File: config.mk
export PLATFORM = sky130hd
export DESIGN_NAME = token_byte_postprocess_decoder
export DESIGN_NICKNAME = d
export VERILOG_FILES = /design/src/sv/tbpd_pkg.sv /design/src/sv/tbpd_front.sv /design/src/sv/tbpd_queue.sv /design/src/sv/tbpd_back.sv /design/src/sv/token_byte_postprocess_decoder.sv
export SDC_FILE = /design/constraint.sdc
export NUM_CORES = 1
export LEC_CHECK = 0
export BUFFER_PORTS_ARGS = -buffer_cell sky130_fd_sc_hd__buf_2
export CAP_MARGIN = 40
export CORE_ASPECT_RATIO = 0.9
export CORE_MARGIN = 2
export CORE_UTILIZATION = 58
export DETAILED_ROUTE_END_ITERATION = 10
export PLACE_DENSITY = 0.82
export SYNTH_ARGS = -nofsm -noshare
export SYNTH_HDL_FRONTEND = slang
export SYNTH_SLANG_ARGS = --single-unit
File: constraint.sdc
create_clock -name clk -period 8.8 [get_ports clk]
set_input_delay 0.88 -clock clk [delete_from_list [all_inputs] [get_ports clk]]
set_output_delay 0.88 -clock clk [all_outputs]
set_load 0.005 [all_outputs]
File: src/sv/tbpd_pkg.sv
// Shared types and constants of the token byte post-processing decoder.
package tbpd_pkg;

  localparam int WIN_LEN    = 6;            // prefix window: held bytes plus the new one
  localparam int HOLD_DEPTH = WIN_LEN - 1;  // held bytes never exceed the window minus one
  localparam int CNT_W      = $clog2(WIN_LEN + 1);
  localparam int Q_DEPTH    = 2;
  localparam int Q_AW       = $clog2(Q_DEPTH);

  // decode_mode codes
  localparam logic MODE_FALLBACK = 1'b0;
  localparam logic MODE_LEVEL    = 1'b1;

  // space marker E2 96 81
  localparam logic [7:0] MARK_B0    = 8'hE2;
  localparam logic [7:0] MARK_B1    = 8'h96;
  localparam logic [7:0] MARK_B2    = 8'h81;
  localparam logic [7:0] SPACE_BYTE = 8'h20;

  // "<0xHH>" characters
  localparam logic [7:0] CH_LT   = 8'h3C;
  localparam logic [7:0] CH_ZERO = 8'h30;
  localparam logic [7:0] CH_NINE = 8'h39;
  localparam logic [7:0] CH_X    = 8'h78;
  localparam logic [7:0] CH_GT   = 8'h3E;
  localparam logic [7:0] CH_A    = 8'h41;
  localparam logic [9:0] HEX_D_BIAS = 10'(CH_ZERO);
  localparam logic [9:0] HEX_A_BIAS = 10'(CH_A) - 10'd10;

  // inverse byte-to-unicode table, as ranges
  localparam logic [20:0] CP_DIRECT_END = 21'd289;  // below: low byte
  localparam logic [20:0] CP_SOFT_HYPH  = 21'd323;
  localparam logic [7:0]  CP_OFFSET     = 8'd162;
  localparam logic [7:0]  SOFT_HYPH_BYTE = 8'd173;

  typedef struct packed {
    logic [7:0] data;
    logic       err;
  } res_t;

  // results caused by one accepted item
  typedef struct packed {
    res_t [WIN_LEN-1:0] res;
    logic [CNT_W-1:0]   cnt;
    logic               last;
  } pkt_t;

endpackage

File: src/sv/tbpd_front.sv
// Front end: takes input items, keeps token state and builds the result packet of each item.
module tbpd_front (
  input  logic              clk,
  input  logic              rst_n,
  input  logic              cfg_wr_en,
  input  logic              cfg_wr_data,
  input  logic              in_valid,
  input  logic [7:0]        in_byte,
  input  logic              in_last,
  output logic              in_ready,
  input  logic              q_full,
  output logic              q_push,
  output tbpd_pkg::pkt_t    q_pkt
);

  logic        mode_r;
  logic [7:0]  hold_r   [tbpd_pkg::HOLD_DEPTH];
  logic [7:0]  hold_nxt [tbpd_pkg::HOLD_DEPTH];
  logic [2:0]  hc_r, hc_nxt;
  logic        past_r, past_nxt;
  logic [20:0] cp_r, cp_nxt;
  logic [1:0]  rem_r, rem_nxt;

  logic        accept;
  logic [7:0]  win [tbpd_pkg::WIN_LEN];
  logic [2:0]  len;
  logic        mark3 [tbpd_pkg::WIN_LEN];
  logic        pre2  [tbpd_pkg::WIN_LEN];

  tbpd_pkg::res_t [tbpd_pkg::WIN_LEN-1:0] sc_res;
  logic [2:0]  sc_n;
  logic        sc_stop;
  logic [2:0]  sc_keep;

  logic signed [9:0]  hex_hi, hex_lo;
  logic signed [14:0] hex_v;
  logic        is_hex;

  tbpd_pkg::res_t [1:0] lv_res;
  logic [1:0]  lv_n;
  logic [20:0] lv_cp;
  logic [1:0]  lv_rem;

  function automatic tbpd_pkg::res_t map_cp(input logic [20:0] cp);
    tbpd_pkg::res_t r;
    r.err = 1'b0;
    if (cp < tbpd_pkg::CP_DIRECT_END) begin
      r.data = cp[7:0];
    end else if (cp < tbpd_pkg::CP_SOFT_HYPH) begin
      r.data = cp[7:0] - tbpd_pkg::CP_OFFSET;
    end else if (cp == tbpd_pkg::CP_SOFT_HYPH) begin
      r.data = tbpd_pkg::SOFT_HYPH_BYTE;
    end else begin
      r.data = cp[7:0];
      r.err  = 1'b1;
    end
    return r;
  endfunction

  function automatic logic signed [9:0] hex_digit(input logic [7:0] c);
    if (c >= tbpd_pkg::CH_ZERO && c <= tbpd_pkg::CH_NINE) begin
      return $signed({2'b00, c} - tbpd_pkg::HEX_D_BIAS);
    end
    return $signed({2'b00, c} - tbpd_pkg::HEX_A_BIAS);
  endfunction

  assign in_ready = !q_full;
  assign accept   = in_valid && in_ready;
  assign len      = hc_r + 3'd1;

  // window = held bytes followed by the new byte
  always_comb begin
    for (int k = 0; k < tbpd_pkg::HOLD_DEPTH; k++) begin
      win[k] = (3'(k) < hc_r) ? hold_r[k] : in_byte;
    end
    win[tbpd_pkg::WIN_LEN-1] = in_byte;
    for (int k = 0; k < tbpd_pkg::WIN_LEN; k++) begin
      mark3[k] = 1'b0;
      pre2[k]  = 1'b0;
    end
    for (int k = 0; k < tbpd_pkg::WIN_LEN - 2; k++) begin
      mark3[k] = (win[k] == tbpd_pkg::MARK_B0) && (win[k+1] == tbpd_pkg::MARK_B1) &&
                 (win[k+2] == tbpd_pkg::MARK_B2);
    end
    for (int k = 0; k < tbpd_pkg::WIN_LEN - 1; k++) begin
      pre2[k] = (win[k] == tbpd_pkg::MARK_B0) && (win[k+1] == tbpd_pkg::MARK_B1);
    end
  end

  // left-to-right marker replacement; a trailing partial marker stops the scan unless the item ends its token
  always_comb begin : scan
    logic [1:0] skip;
    logic [2:0] tail;
    skip    = 2'd0;
    sc_n    = 3'd0;
    sc_stop = 1'b0;
    sc_keep = 3'd0;
    sc_res  = '0;
    for (int k = 0; k < tbpd_pkg::WIN_LEN; k++) begin
      tail = len - 3'(k);
      if (3'(k) < len && !sc_stop) begin
        if (skip != 2'd0) begin
          skip = skip - 2'd1;
        end else if (tail >= 3'd3 && mark3[k]) begin
          sc_res[sc_n] = '{data: tbpd_pkg::SPACE_BYTE, err: 1'b0};
          sc_n = sc_n + 3'd1;
          skip = 2'd2;
        end else if (!in_last && ((tail == 3'd1 && win[k] == tbpd_pkg::MARK_B0) ||
                                  (tail == 3'd2 && pre2[k]))) begin
          sc_stop = 1'b1;
          sc_keep = 3'(k);
        end else begin
          sc_res[sc_n] = '{data: win[k], err: 1'b0};
          sc_n = sc_n + 3'd1;
        end
      end
    end
  end

  // "<0xHH>" token
  assign hex_hi = hex_digit(win[3]);
  assign hex_lo = hex_digit(win[4]);
  assign hex_v  = (15'(hex_hi) <<< 4) + 15'(hex_lo);
  assign is_hex = (len == 3'(tbpd_pkg::WIN_LEN)) && (win[0] == tbpd_pkg::CH_LT) &&
                  (win[1] == tbpd_pkg::CH_ZERO) && (win[2] == tbpd_pkg::CH_X) &&
                  (win[5] == tbpd_pkg::CH_GT);

  // UTF-8 decode, at most two results per byte
  always_comb begin : level
    logic lead;
    lead   = 1'b1;
    lv_n   = 2'd0;
    lv_res = '0;
    lv_cp  = cp_r;
    lv_rem = rem_r;
    if (rem_r != 2'd0) begin
      if (in_byte[7:6] == 2'b10) begin
        lv_cp  = {cp_r[14:0], in_byte[5:0]};
        lv_rem = rem_r - 2'd1;
        lead   = 1'b0;
        if (lv_rem == 2'd0) begin
          lv_res[lv_n[0]] = map_cp(lv_cp);
          lv_n = lv_n + 2'd1;
        end
      end else begin
        // interrupted sequence
        lv_res[lv_n[0]] = '{data: 8'h00, err: 1'b1};
        lv_n   = lv_n + 2'd1;
        lv_rem = 2'd0;
      end
    end
    if (lead) begin
      if (!in_byte[7]) begin
        lv_res[lv_n[0]] = '{data: in_byte, err: 1'b0};
        lv_n = lv_n + 2'd1;
      end else if (in_byte[7:5] == 3'b110) begin
        lv_cp  = {16'd0, in_byte[4:0]};
        lv_rem = 2'd1;
      end else if (in_byte[7:4] == 4'b1110) begin
        lv_cp  = {17'd0, in_byte[3:0]};
        lv_rem = 2'd2;
      end else if (in_byte[7:3] == 5'b11110) begin
        lv_cp  = {18'd0, in_byte[2:0]};
        lv_rem = 2'd3;
      end else begin
        lv_res[lv_n[0]] = '{data: in_byte, err: 1'b1};
        lv_n = lv_n + 2'd1;
      end
    end
    if (in_last && lv_rem != 2'd0) begin
      lv_res[lv_n[0]] = '{data: 8'h00, err: 1'b1};
      lv_n = lv_n + 2'd1;
    end
  end

  always_comb begin
    hold_nxt  = hold_r;
    hc_nxt    = hc_r;
    past_nxt  = past_r;
    cp_nxt    = cp_r;
    rem_nxt   = rem_r;
    q_pkt     = '0;
    q_pkt.last = in_last;
    if (mode_r == tbpd_pkg::MODE_LEVEL) begin
      q_pkt.res[0] = lv_res[0];
      q_pkt.res[1] = lv_res[1];
      q_pkt.cnt    = tbpd_pkg::CNT_W'(lv_n);
      cp_nxt       = lv_cp;
      rem_nxt      = lv_rem;
    end else if (!past_r && !in_last && len < 3'(tbpd_pkg::WIN_LEN)) begin
      hold_nxt[hc_r] = in_byte;
      hc_nxt         = len;
    end else if (!past_r && in_last && is_hex) begin
      q_pkt.res[0] = '{data: hex_v[7:0], err: hex_v[14] || (hex_v > 15'sd255)};
      q_pkt.cnt    = tbpd_pkg::CNT_W'(1);
      hc_nxt       = 3'd0;
    end else begin
      q_pkt.res   = sc_res;
      q_pkt.cnt   = sc_n;
      hold_nxt[0] = win[sc_keep];
      hold_nxt[1] = (sc_keep < 3'(tbpd_pkg::WIN_LEN - 1)) ? win[sc_keep + 3'd1] : 8'h00;
      hc_nxt      = sc_stop ? (len - sc_keep) : 3'd0;
      if (!in_last) begin
        past_nxt = 1'b1;
      end
    end
    if (in_last) begin
      hc_nxt   = 3'd0;
      past_nxt = 1'b0;
      cp_nxt   = '0;
      rem_nxt  = 2'd0;
    end
  end

  assign q_push = accept && (q_pkt.cnt != '0);

  always_ff @(posedge clk) begin
    if (!rst_n) begin
      mode_r <= tbpd_pkg::MODE_FALLBACK;
      hc_r   <= 3'd0;
      past_r <= 1'b0;
      cp_r   <= '0;
      rem_r  <= 2'd0;
    end else begin
      if (cfg_wr_en) begin
        mode_r <= cfg_wr_data;
      end
      if (accept) begin
        hc_r   <= hc_nxt;
        past_r <= past_nxt;
        cp_r   <= cp_nxt;
        rem_r  <= rem_nxt;
      end
    end
  end

  always_ff @(posedge clk) begin
    if (accept) begin
      hold_r <= hold_nxt;
    end
  end

endmodule

File: src/sv/tbpd_queue.sv
// Two-entry packet queue between the front end and the output sequencer.
module tbpd_queue (
  input  logic           clk,
  input  logic           rst_n,
  input  logic           push,
  input  tbpd_pkg::pkt_t push_data,
  input  logic           pop,
  output tbpd_pkg::pkt_t pop_data,
  output logic           full,
  output logic           empty
);

  tbpd_pkg::pkt_t              mem_r [tbpd_pkg::Q_DEPTH];
  logic [tbpd_pkg::Q_AW-1:0]   wr_ptr_r, rd_ptr_r;
  logic [tbpd_pkg::Q_AW:0]     count_r, count_nxt;

  assign full     = (count_r == (tbpd_pkg::Q_AW+1)'(tbpd_pkg::Q_DEPTH));
  assign empty    = (count_r == '0);
  assign pop_data = mem_r[rd_ptr_r];

  always_comb begin
    count_nxt = count_r;
    if (push && !pop) begin
      count_nxt = count_r + 1'b1;
    end else if (pop && !push) begin
      count_nxt = count_r - 1'b1;
    end
  end

  always_ff @(posedge clk) begin
    if (!rst_n) begin
      wr_ptr_r <= '0;
      rd_ptr_r <= '0;
      count_r  <= '0;
    end else begin
      if (push) begin
        wr_ptr_r <= wr_ptr_r + 1'b1;
      end
      if (pop) begin
        rd_ptr_r <= rd_ptr_r + 1'b1;
      end
      count_r <= count_nxt;
    end
  end

  always_ff @(posedge clk) begin
    if (push) begin
      mem_r[wr_ptr_r] <= push_data;
    end
  end

endmodule

File: src/sv/tbpd_back.sv
// Output sequencer: walks through a packet's results, one result per cycle while out_ready is high.
module tbpd_back (
  input  logic           clk,
  input  logic           rst_n,
  input  logic           q_empty,
  input  tbpd_pkg::pkt_t q_data,
  output logic           q_pop,
  output logic           out_valid,
  input  logic           out_ready,
  output logic [7:0]     out_byte,
  output logic           token_end,
  output logic           run_last,
  output logic           error
);

  tbpd_pkg::pkt_t             cur_r;
  logic [tbpd_pkg::CNT_W-1:0] idx_r, idx_nxt;
  logic                       cur_valid_r, cur_valid_nxt;
  logic                       last_ent;

  assign last_ent  = (idx_r == cur_r.cnt - 1'b1);
  assign out_valid = cur_valid_r;
  assign out_byte  = cur_r.res[idx_r].data;
  assign error     = cur_r.res[idx_r].err;
  assign run_last  = last_ent;
  assign token_end = last_ent && cur_r.last;

  // load the next packet when idle or when the last result is taken
  assign q_pop = !q_empty && (!cur_valid_r || (out_ready && last_ent));

  always_comb begin
    idx_nxt       = idx_r;
    cur_valid_nxt = cur_valid_r;
    if (q_pop) begin
      idx_nxt       = '0;
      cur_valid_nxt = 1'b1;
    end else if (cur_valid_r && out_ready) begin
      if (last_ent) begin
        cur_valid_nxt = 1'b0;
      end else begin
        idx_nxt = idx_r + 1'b1;
      end
    end
  end

  always_ff @(posedge clk) begin
    if (!rst_n) begin
      cur_valid_r <= 1'b0;
      idx_r       <= '0;
    end else begin
      cur_valid_r <= cur_valid_nxt;
      idx_r       <= idx_nxt;
    end
  end

  always_ff @(posedge clk) begin
    if (q_pop) begin
      cur_r <= q_data;
    end
  end

endmodule

File: src/sv/token_byte_postprocess_decoder.sv
// Top level of the token byte post-processing decoder.
//
// Input stream: one raw token byte per item in in_tdata, in_tlast set on the
// last byte of a token. Output stream: decoded bytes; out_tlast marks the last
// byte decoded from a token, out_tdata[8] the last result caused by one input
// item, out_tuser an error (bad hex value, codepoint too large, bad UTF-8).
// cfg_wr_en/cfg_wr_data select the mode (0 byte fallback, 1 byte level); the
// user writes them only while the block is idle; the block does not enforce this.
// An item is taken in every cycle while the two-entry packet queue has room;
// its results pass through the queue and the output sequencer's packet register
// before they appear. Each item yields 0 to 6 results (at most 2 in byte-level
// mode); the output sequencer sends them out and limits the sustained rate.
// Byte-fallback mode holds up to five bytes of a token without results until the
// token ends or its sixth byte arrives.
// Reset clears the mode to byte fallback, all token state and the queue.
// When the receiver stalls, the queue fills and in_tready drops after two
// pending packets; nothing is lost.
module token_byte_postprocess_decoder (
  input  logic        clk,
  input  logic        rst_n,
  input  logic        cfg_wr_en,
  input  logic        cfg_wr_data,
  input  logic        in_tvalid,
  output logic        in_tready,
  input  logic [7:0]  in_tdata,   // [7:0] in_byte
  input  logic        in_tlast,   // token_last
  output logic        out_tvalid,
  input  logic        out_tready,
  output logic [15:0] out_tdata,  // [7:0] out_byte, [8] run_last, [15:9] zero
  output logic        out_tlast,  // token_end
  output logic        out_tuser   // error
);

  logic           q_push, q_pop, q_full, q_empty;
  tbpd_pkg::pkt_t q_in, q_out;
  logic [7:0]     out_byte;
  logic           run_last;

  tbpd_front u_front (
    .clk         (clk),
    .rst_n       (rst_n),
    .cfg_wr_en   (cfg_wr_en),
    .cfg_wr_data (cfg_wr_data),
    .in_valid    (in_tvalid),
    .in_byte     (in_tdata),
    .in_last     (in_tlast),
    .in_ready    (in_tready),
    .q_full      (q_full),
    .q_push      (q_push),
    .q_pkt       (q_in)
  );

  tbpd_queue u_queue (
    .clk       (clk),
    .rst_n     (rst_n),
    .push      (q_push),
    .push_data (q_in),
    .pop       (q_pop),
    .pop_data  (q_out),
    .full      (q_full),
    .empty     (q_empty)
  );

  tbpd_back u_back (
    .clk       (clk),
    .rst_n     (rst_n),
    .q_empty   (q_empty),
    .q_data    (q_out),
    .q_pop     (q_pop),
    .out_valid (out_tvalid),
    .out_ready (out_tready),
    .out_byte  (out_byte),
    .token_end (out_tlast),
    .run_last  (run_last),
    .error     (out_tuser)
  );

  assign out_tdata = {7'd0, run_last, out_byte};

  a_no_push_when_full: assert property (@(posedge clk) disable iff (!rst_n)
    q_push |-> !q_full)
    else $error("packet pushed into a full queue");

  a_no_pop_when_empty: assert property (@(posedge clk) disable iff (!rst_n)
    q_pop |-> !q_empty)
    else $error("packet popped from an empty queue");

  a_pkt_count: assert property (@(posedge clk) disable iff (!rst_n)
    q_push |-> (q_in.cnt != '0 && q_in.cnt <= tbpd_pkg::CNT_W'(tbpd_pkg::WIN_LEN)))
    else $error("pushed packet has a bad result count");

  a_token_end_is_run_last: assert property (@(posedge clk) disable iff (!rst_n)
    (out_tvalid && out_tlast) |-> out_tdata[8])
    else $error("token end on a result that does not close its item");

endmodule

==> impl_results.md, run 1 <==
- Startpoint Class: flip-flop
- Grt total ovfl: 0
- RSZ-0062 raised after global routing: no
- Layout area overhead: 9.02%
- Slowest-stage cell, CP: xnor2_2
- Initial DRC count: 1532
- Reg clk slew, reported paths: 70 ps
- Library cells used by synthesis: 107
- Synth Register Bits: 232
- Reg2reg setup slack: 790 ps
- Dpl hpwl: 40.3 mm
- Worst reg2reg path startpoint: u_front.hc_r[0]
- Post-synth EDFFs: 202
- Placed instance count: 1911
- Crit. End Element: flip-flop
- Shortest period the worst path allows: 8010 ps
- CTS Buffer Depth: 3
- Max-slew headroom: 41.4%
- Starting Density: 58.6%
- Nets: 1658
- CTS tree: built
- Non-Filler Instances: 1955
- Max frequency: 125 MHz
- Top cell type by total area after synthesis: edfxtp_1
- Cts repair resizes: 0
- Clock latency on the worst-skew pair: 560 ps
- Setup tns final: 0 ps
- CTS buffer count: 24
- Gate Count Post-Synth: 1553
- XOR/XNOR Fraction of Synth Area: 2.56%
- Count of input and output buffers: 27
- Worst Path Required: 9030 ps
- Synth area leaders: edfxtp_1 (38%), mux2i_1 (5.0%), ha_1 (4.6%)
- Top_reg_cell synth: edfxtp_1
- Compound-Gate Fraction of Synth Area: 17.1%
- Crit-path max FO: 14
- Ys Warns: 0
- Synth Area in Simple Gates: 17.1%
- Number of vias per cell: 6.89
- Filler cell count: 2131
- Pleak: 6.19 nW
- Die width: 178 um
- Core area: 0.0269 mm2
- Rows: 57
- Placer Congestion: 1.09
- Largest delay contributor family on the critical path: simple AND/OR/NAND/NOR gates
- Top cell type's share of synthesized area: 38.5%
- ANT cells: 0
- Routed Antenna Nets: 0
- Status: finished, final reports clean
- CP dominant cell by count: ha_1
- Die ar.: 0.0285 mm2
- Largest family of logic cells by synthesized area: simple AND/OR/NAND/NOR gates
- Average size of a mapped cell: 10.2 um2
- Root Driver: clkbuf_16
- CTS Hold Bufs: 0
- Fin. Hold Viols: 0
- I/O pin count: 35
- GRT Util Overall: 37.8%
- Setup CP Type: reg2reg
- Mux contribution to synthesized area: 12.0%
- Largest net degree at the start of global routing: 56
- Slew Viols, Final: 0
- CP peak stage delay: 610 ps
- Post-Route WL: 53.8 mm
- Setup violators final: 0
- Worst vdd ir: 0.176 mV
- CTS H-tree lvls: 1
- Worst path bufs/invs: 3
- FFs w/ async S/R, synth: 0%
- Postcts setup bufs: 0
- Wire length per cell: 27.5 um
- First-pass GRT wire length: 80.3 mm
- Post-synthesis adder-cell area fraction: 4.86%
- First-pass DRT Iterations: 6
- DR vias: 13500
- Final Skew: 32.0 ps
- # Max-Cap Violations: 0
- Hold_sp: u_front.cp_r[10]
- Sequential share of the synthesized area: 42.3%
- Vias in the first global route: 12800
- Worst Path Arrival: 8240 ps
- Post-route DRC: 0
- # clock sinks: 232
- HP Class: reg2reg
- Synthesized cell area: 0.0158 mm2
- Final period util: 91.0%
- Initial antenna violation count: 1
- Layout cell share with drive strength beyond 1: 16.6%
- DIE HEIGHT: 160 um
- Worst Tran Pin Value: 875 ps
- Total power divided by cell area: 192 mW/mm2
- CP Launch Point: u_front.hc_r[0]
## power by group
| part | leakage, nW | switching [W] | internal, W | total [W] |
|---|---|---|---|---|
| combinational | 3.71 | 0.000511 | 0.000328 | 0.000839 |
| sequential | 2.14 | 0.0000619 | 0.00143 | 0.00149 |
| clock | 0.346 | 0.000423 | 0.000536 | 0.000959 |
| total | 6.19 | 0.000996 | 0.00230 | 0.00329 |
## logic make-up (layout without fill, tap and decap cells)
kind of cell,Yosys count,in the layout
and+or+nand+nor,518,518
AOI/OAI and AO/OA,394,394
DFF,232,232
muxes,161,161
buffers and inverters,149,191
adders and majority gates,60,60
xor gates and xnor gates,38,38
other,1,7
## registers in the layout, indices dropped and copies added (netlist names), 2 cells and up
name,cells
u_back.idx_r,3
u_front.cp_r,15
u_back.cur_r,54
u_front.rem_r,2
u_queue.mem_r,108
u_queue.count_r,2
u_front.hold_r,40
u_front.hc_r,3
## routing by layer
layer	wire, um	GRT usage (%)	up-vias	share of wire [%]
li1	-	-	5976	-
met1	21300	50.8	6518	40
met2	24200	58.5	790	45
met3	5270	7.72	180	9.8
met4	3000	18.5	2	5.6
met5	13	0	-	0.024
## cell usage after synthesis (all sizes together) (16+ instances only)
library cell    n
a211oi         30
a22oi          31
nor2          155
xnor2          30
dfxtp          30
clkbuf         58
nor3           37
o22ai          52
edfxtp        202
a21oi          83
a31oi          16
mux2           67
ha             58
nand2b         19
inv            50
nand2         127
nor4           19
o21ai          73
nand4          21
buf            40
nand3          33
mux2i          79
## per-stage QoR
step	total power [W]	cell area [um2]	utilization [%]	hold slack (ps)	setup WS (ps)
2_1_floorplan	0.00207	15800	-	462	313
3_3_place_gp	0.00231	16400	61.1	483	1020
5_1_grt	0.00343	17200	63.9	555	379
4_1_cts	0.00329	17200	63.9	505	919
3_5_place_dp	0.00234	16500	61.2	492	825
6_report	0.00329	17200	63.9	503	788
## cell type report
| class | count | area, um2 | area share [%] |
|---|---|---|---|
| multi-input combinational | 1178 | 8480 | 49.3 |
| sequential | 232 | 6670 | 38.8 |
| timing repair buffer | 96 | 678 | 3.95 |
| clock buffer | 33 | 634 | 3.69 |
| tap | 354 | 443 | 2.58 |
| inverter | 51 | 191 | 1.11 |
| clock inverter | 11 | 96.3 | 0.561 |
## worst register-to-register path, stage by stage (launching register included)
cell      delay [ps]
dfxtp_1          500
ha_1             370
xnor2_2          610
ha_1             350
nand2_1          190
a221oi_2         410
a21o_1           260
nand2_1           80
ha_1             280
a21oi_1           40
o31a_1           330
inv_1            130
ha_1             280
nor3_1           430
or2_2            210
ha_1             220
or4_1            590
o31ai_4          150
inv_2            140
ha_1             300
mux2_2           330
ha_1             200
nand4_1           90
xor2_1           160
nand2b_1         100
a41oi_2          280
nor2b_4          370
buf_4            290
## placed cells by master (no fill, tap or decap), types with 31 or more instances in the layout
cell type | Yosys | final
buf_4 | 15 | 67
a21oi_1 | 82 | 82
nor2_1 | 153 | 153
nand2_1 | 126 | 126
o21ai_0 | 58 | 58
ha_1 | 58 | 58
a22oi_1 | 31 | 31
edfxtp_1 | 202 | 202
mux2_2 | 64 | 64
nor3_1 | 34 | 34
mux2i_1 | 78 | 78
inv_1 | 48 | 47
o22ai_1 | 51 | 51
## final timing paths
path                                        endpoint  cells after the start
worst max-delay path            u_queue.mem_r[0][57]                     27
worst min-delay path                u_front.cp_r[10]                      2
worst max register to register  u_queue.mem_r[0][57]                     27
worst min register to register      u_front.cp_r[10]                      2
Note: power is estimated with default switching activity, not from simulation.
==> run 2, diff against run 1 <==
--- a/config.mk
+++ b/config.mk
@@ -9,9 +9,9 @@
 export CAP_MARGIN = 40
 export CORE_ASPECT_RATIO = 0.9
 export CORE_MARGIN = 2
-export CORE_UTILIZATION = 58
+export CORE_UTILIZATION = 60
 export DETAILED_ROUTE_END_ITERATION = 10
-export PLACE_DENSITY = 0.82
+export PLACE_DENSITY = 0.81
 export SYNTH_ARGS = -nofsm -noshare
 export SYNTH_HDL_FRONTEND = slang
 export SYNTH_SLANG_ARGS = --single-unit
==> constraint.sdc (replaced) <==
create_clock -name clk -period 10.15 [get_ports clk]
set_input_delay 1.015 -clock clk [delete_from_list [all_inputs] [get_ports clk]]
set_output_delay 1.015 -clock clk [all_outputs]
set_load 0.005 [all_outputs]
==> impl_results.md, run 2 (synthesis gave the netlist of run 1 again) <==
- Dpl ws: 1190 ps
- Cts repair resizes: 0
- Final setup margin: 1260 ps
- Grt total ovfl: 0
- Worst path cell trace: or2_1, a21oi_1, or4_1, or3_1, nand2_1, ha_1, a21oi_1, o31a_1, inv_1, ha_1, nor3_1, or2_2, ha_1, or4_1, o31ai_4, inv_2, ha_1, mux2_2, ha_1, mux2i_1, o21a_1, a41oi_2, and2_2, buf_12
- Vias in the first global route: 12700
- # Max-Cap Violations: 0
- Highest-count cells in the layout ignoring fill and taps: edfxtp_1 (202), nor2_1 (153), nand2_1 (126)
- Initial DRC count: 2240
- Pleak: 6.07 nW
- Max-slew headroom: 28.1%
- Biggest regs: u_queue.mem_r: 108 flops, u_back.cur_r: 54 flops, u_front.hold_r: 40 flops
- Dpl hpwl: 37.4 mm
- Wire length per cell: 26.4 um
- CP peak stage delay: 930 ps
- Routed Antenna Nets: 0
- CTS Hold Bufs: 0
- Slew Viols, Final: 0
- CTS tree: built
- RSZ-0062 raised after global routing: no
- Die width: 175 um
- Layout cell share with drive strength beyond 1: 15.7%
- Number of vias per cell: 7.02
- CP dominant cell by count: ha_1
- Initial antenna violation count: 0
- Setup CP Type: reg2reg
- Largest net degree at the start of global routing: 56
- Hold WS: 501 ps
- I/O pin count: 35
- Final Skew: 24.9 ps
- Worst Tran Pin Value: 1070 ps
- Setup violators final: 0
- Reg2reg setup slack: 1260 ps
- CTS H-tree lvls: 1
- GRT Util Overall: 36.4%
- Slowest-stage cell, CP: dfxtp_1
- Clock latency on the worst-skew pair: 540 ps
- Largest delay contributor family on the critical path: simple AND/OR/NAND/NOR gates
- Rows: 56
- First-pass GRT wire length: 76.3 mm
- Total power divided by cell area: 167 mW/mm2
- Worst Path Arrival: 9110 ps
- # clock sinks: 232
- Status: finished, final reports clean
- CTS Buffer Depth: 3
- Root Driver: clkbuf_16
- Core area: 0.0259 mm2
- CTS buffer count: 23
- Setup tns final: 0 ps
- Fin. Hold Viols: 0
- DR vias: 13500
- Count of input and output buffers: 27
- Die ar.: 0.0276 mm2
- Biggest register: u_queue.mem_r
- DIE HEIGHT: 158 um
- Final design utilization: 65.6%
- Nets: 1636
- Final period util: 87.6%
- Postcts setup bufs: 0
- Final Cell Area: 0.0170 mm2
- ANT cells: 0
- Layout area overhead: 7.88%
- Max reg flops: 108
- Worst vdd ir: 0.123 mV
- HP Class: reg2reg
- First-pass DRT Iterations: 7
- Shortest period the worst path allows: 8890 ps
- Worst Path Required: 10370 ps
- Post-route DRC: 0
- Placed instance area: 0.0163 mm2
- Commonest non-fill, non-tap cell in the layout: edfxtp_1
- Starting Density: 60.8%
- Crit-path max FO: 28
- Reg clk slew, reported paths: 60 ps
- Worst path bufs/invs: 3
- Placer Congestion: 1.08
- Startpoint Class: flip-flop
- Crit. End Element: flip-flop
- Max frequency: 112 MHz
- Post-Route WL: 50.7 mm
==> run 2: final cells by class <==
class                           count  area, um2
Multi-Input combinational cell   1178       8480
Tap cell                          348        435
Clock buffer                       27        591
Clock inverter                     14        139
Inverter                           51        191
Timing Repair Buffer               75        499
Fill cell                        2012       8920
Sequential cell                   232       6670
==> run 2: where the power goes <==
| part | leakage (nW) | total (W) | switching, W | internal (W) |
|---|---|---|---|---|
| combinational | 3.59 | 0.000713 | 0.000437 | 0.000276 |
| clock | 0.349 | 0.000827 | 0.000357 | 0.000470 |
| sequential | 2.14 | 0.00130 | 0.0000563 | 0.00124 |
==> run 2: worst paths after layout <==
| kind | from | to | cells past startpoint |
|---|---|---|---|
| setup / recovery | u_front.hc_r[2] | u_queue.mem_r[1][17] | 24 |
| hold / removal | u_front.cp_r[11] | u_front.cp_r[11] | 2 |
| setup reg to reg | u_front.hc_r[2] | u_queue.mem_r[1][17] | 24 |
| hold reg to reg | u_front.cp_r[11] | u_front.cp_r[11] | 2 |
==> run 2: through the flow <==
step | total power [W] | cells
after floorplan | 0.00179 | 1559
after global placement | 0.00197 | 1874
after detailed placement | 0.00200 | 1884
after CTS | 0.00283 | 1925
after global routing | 0.00295 | 1925
final | 0.00284 | 1925
==> run 2: routing by layer <==
metal  up-vias  track usage, %  share of wire (%)  wire length, um
li1       5943               -                  -                -
met1      6297            48.1                 38            19300
met2      1036            57.1                 44            22100
met3       242            8.45                 12             6090
met4         0            17.9                6.2             3160
met5         -               0                  0                0
==> run 2: worst min-delay path, stage by stage, from the launching register on <==
cell     delay (ps)
dfxtp_1         330
a22oi_1          70
nor2_1           70
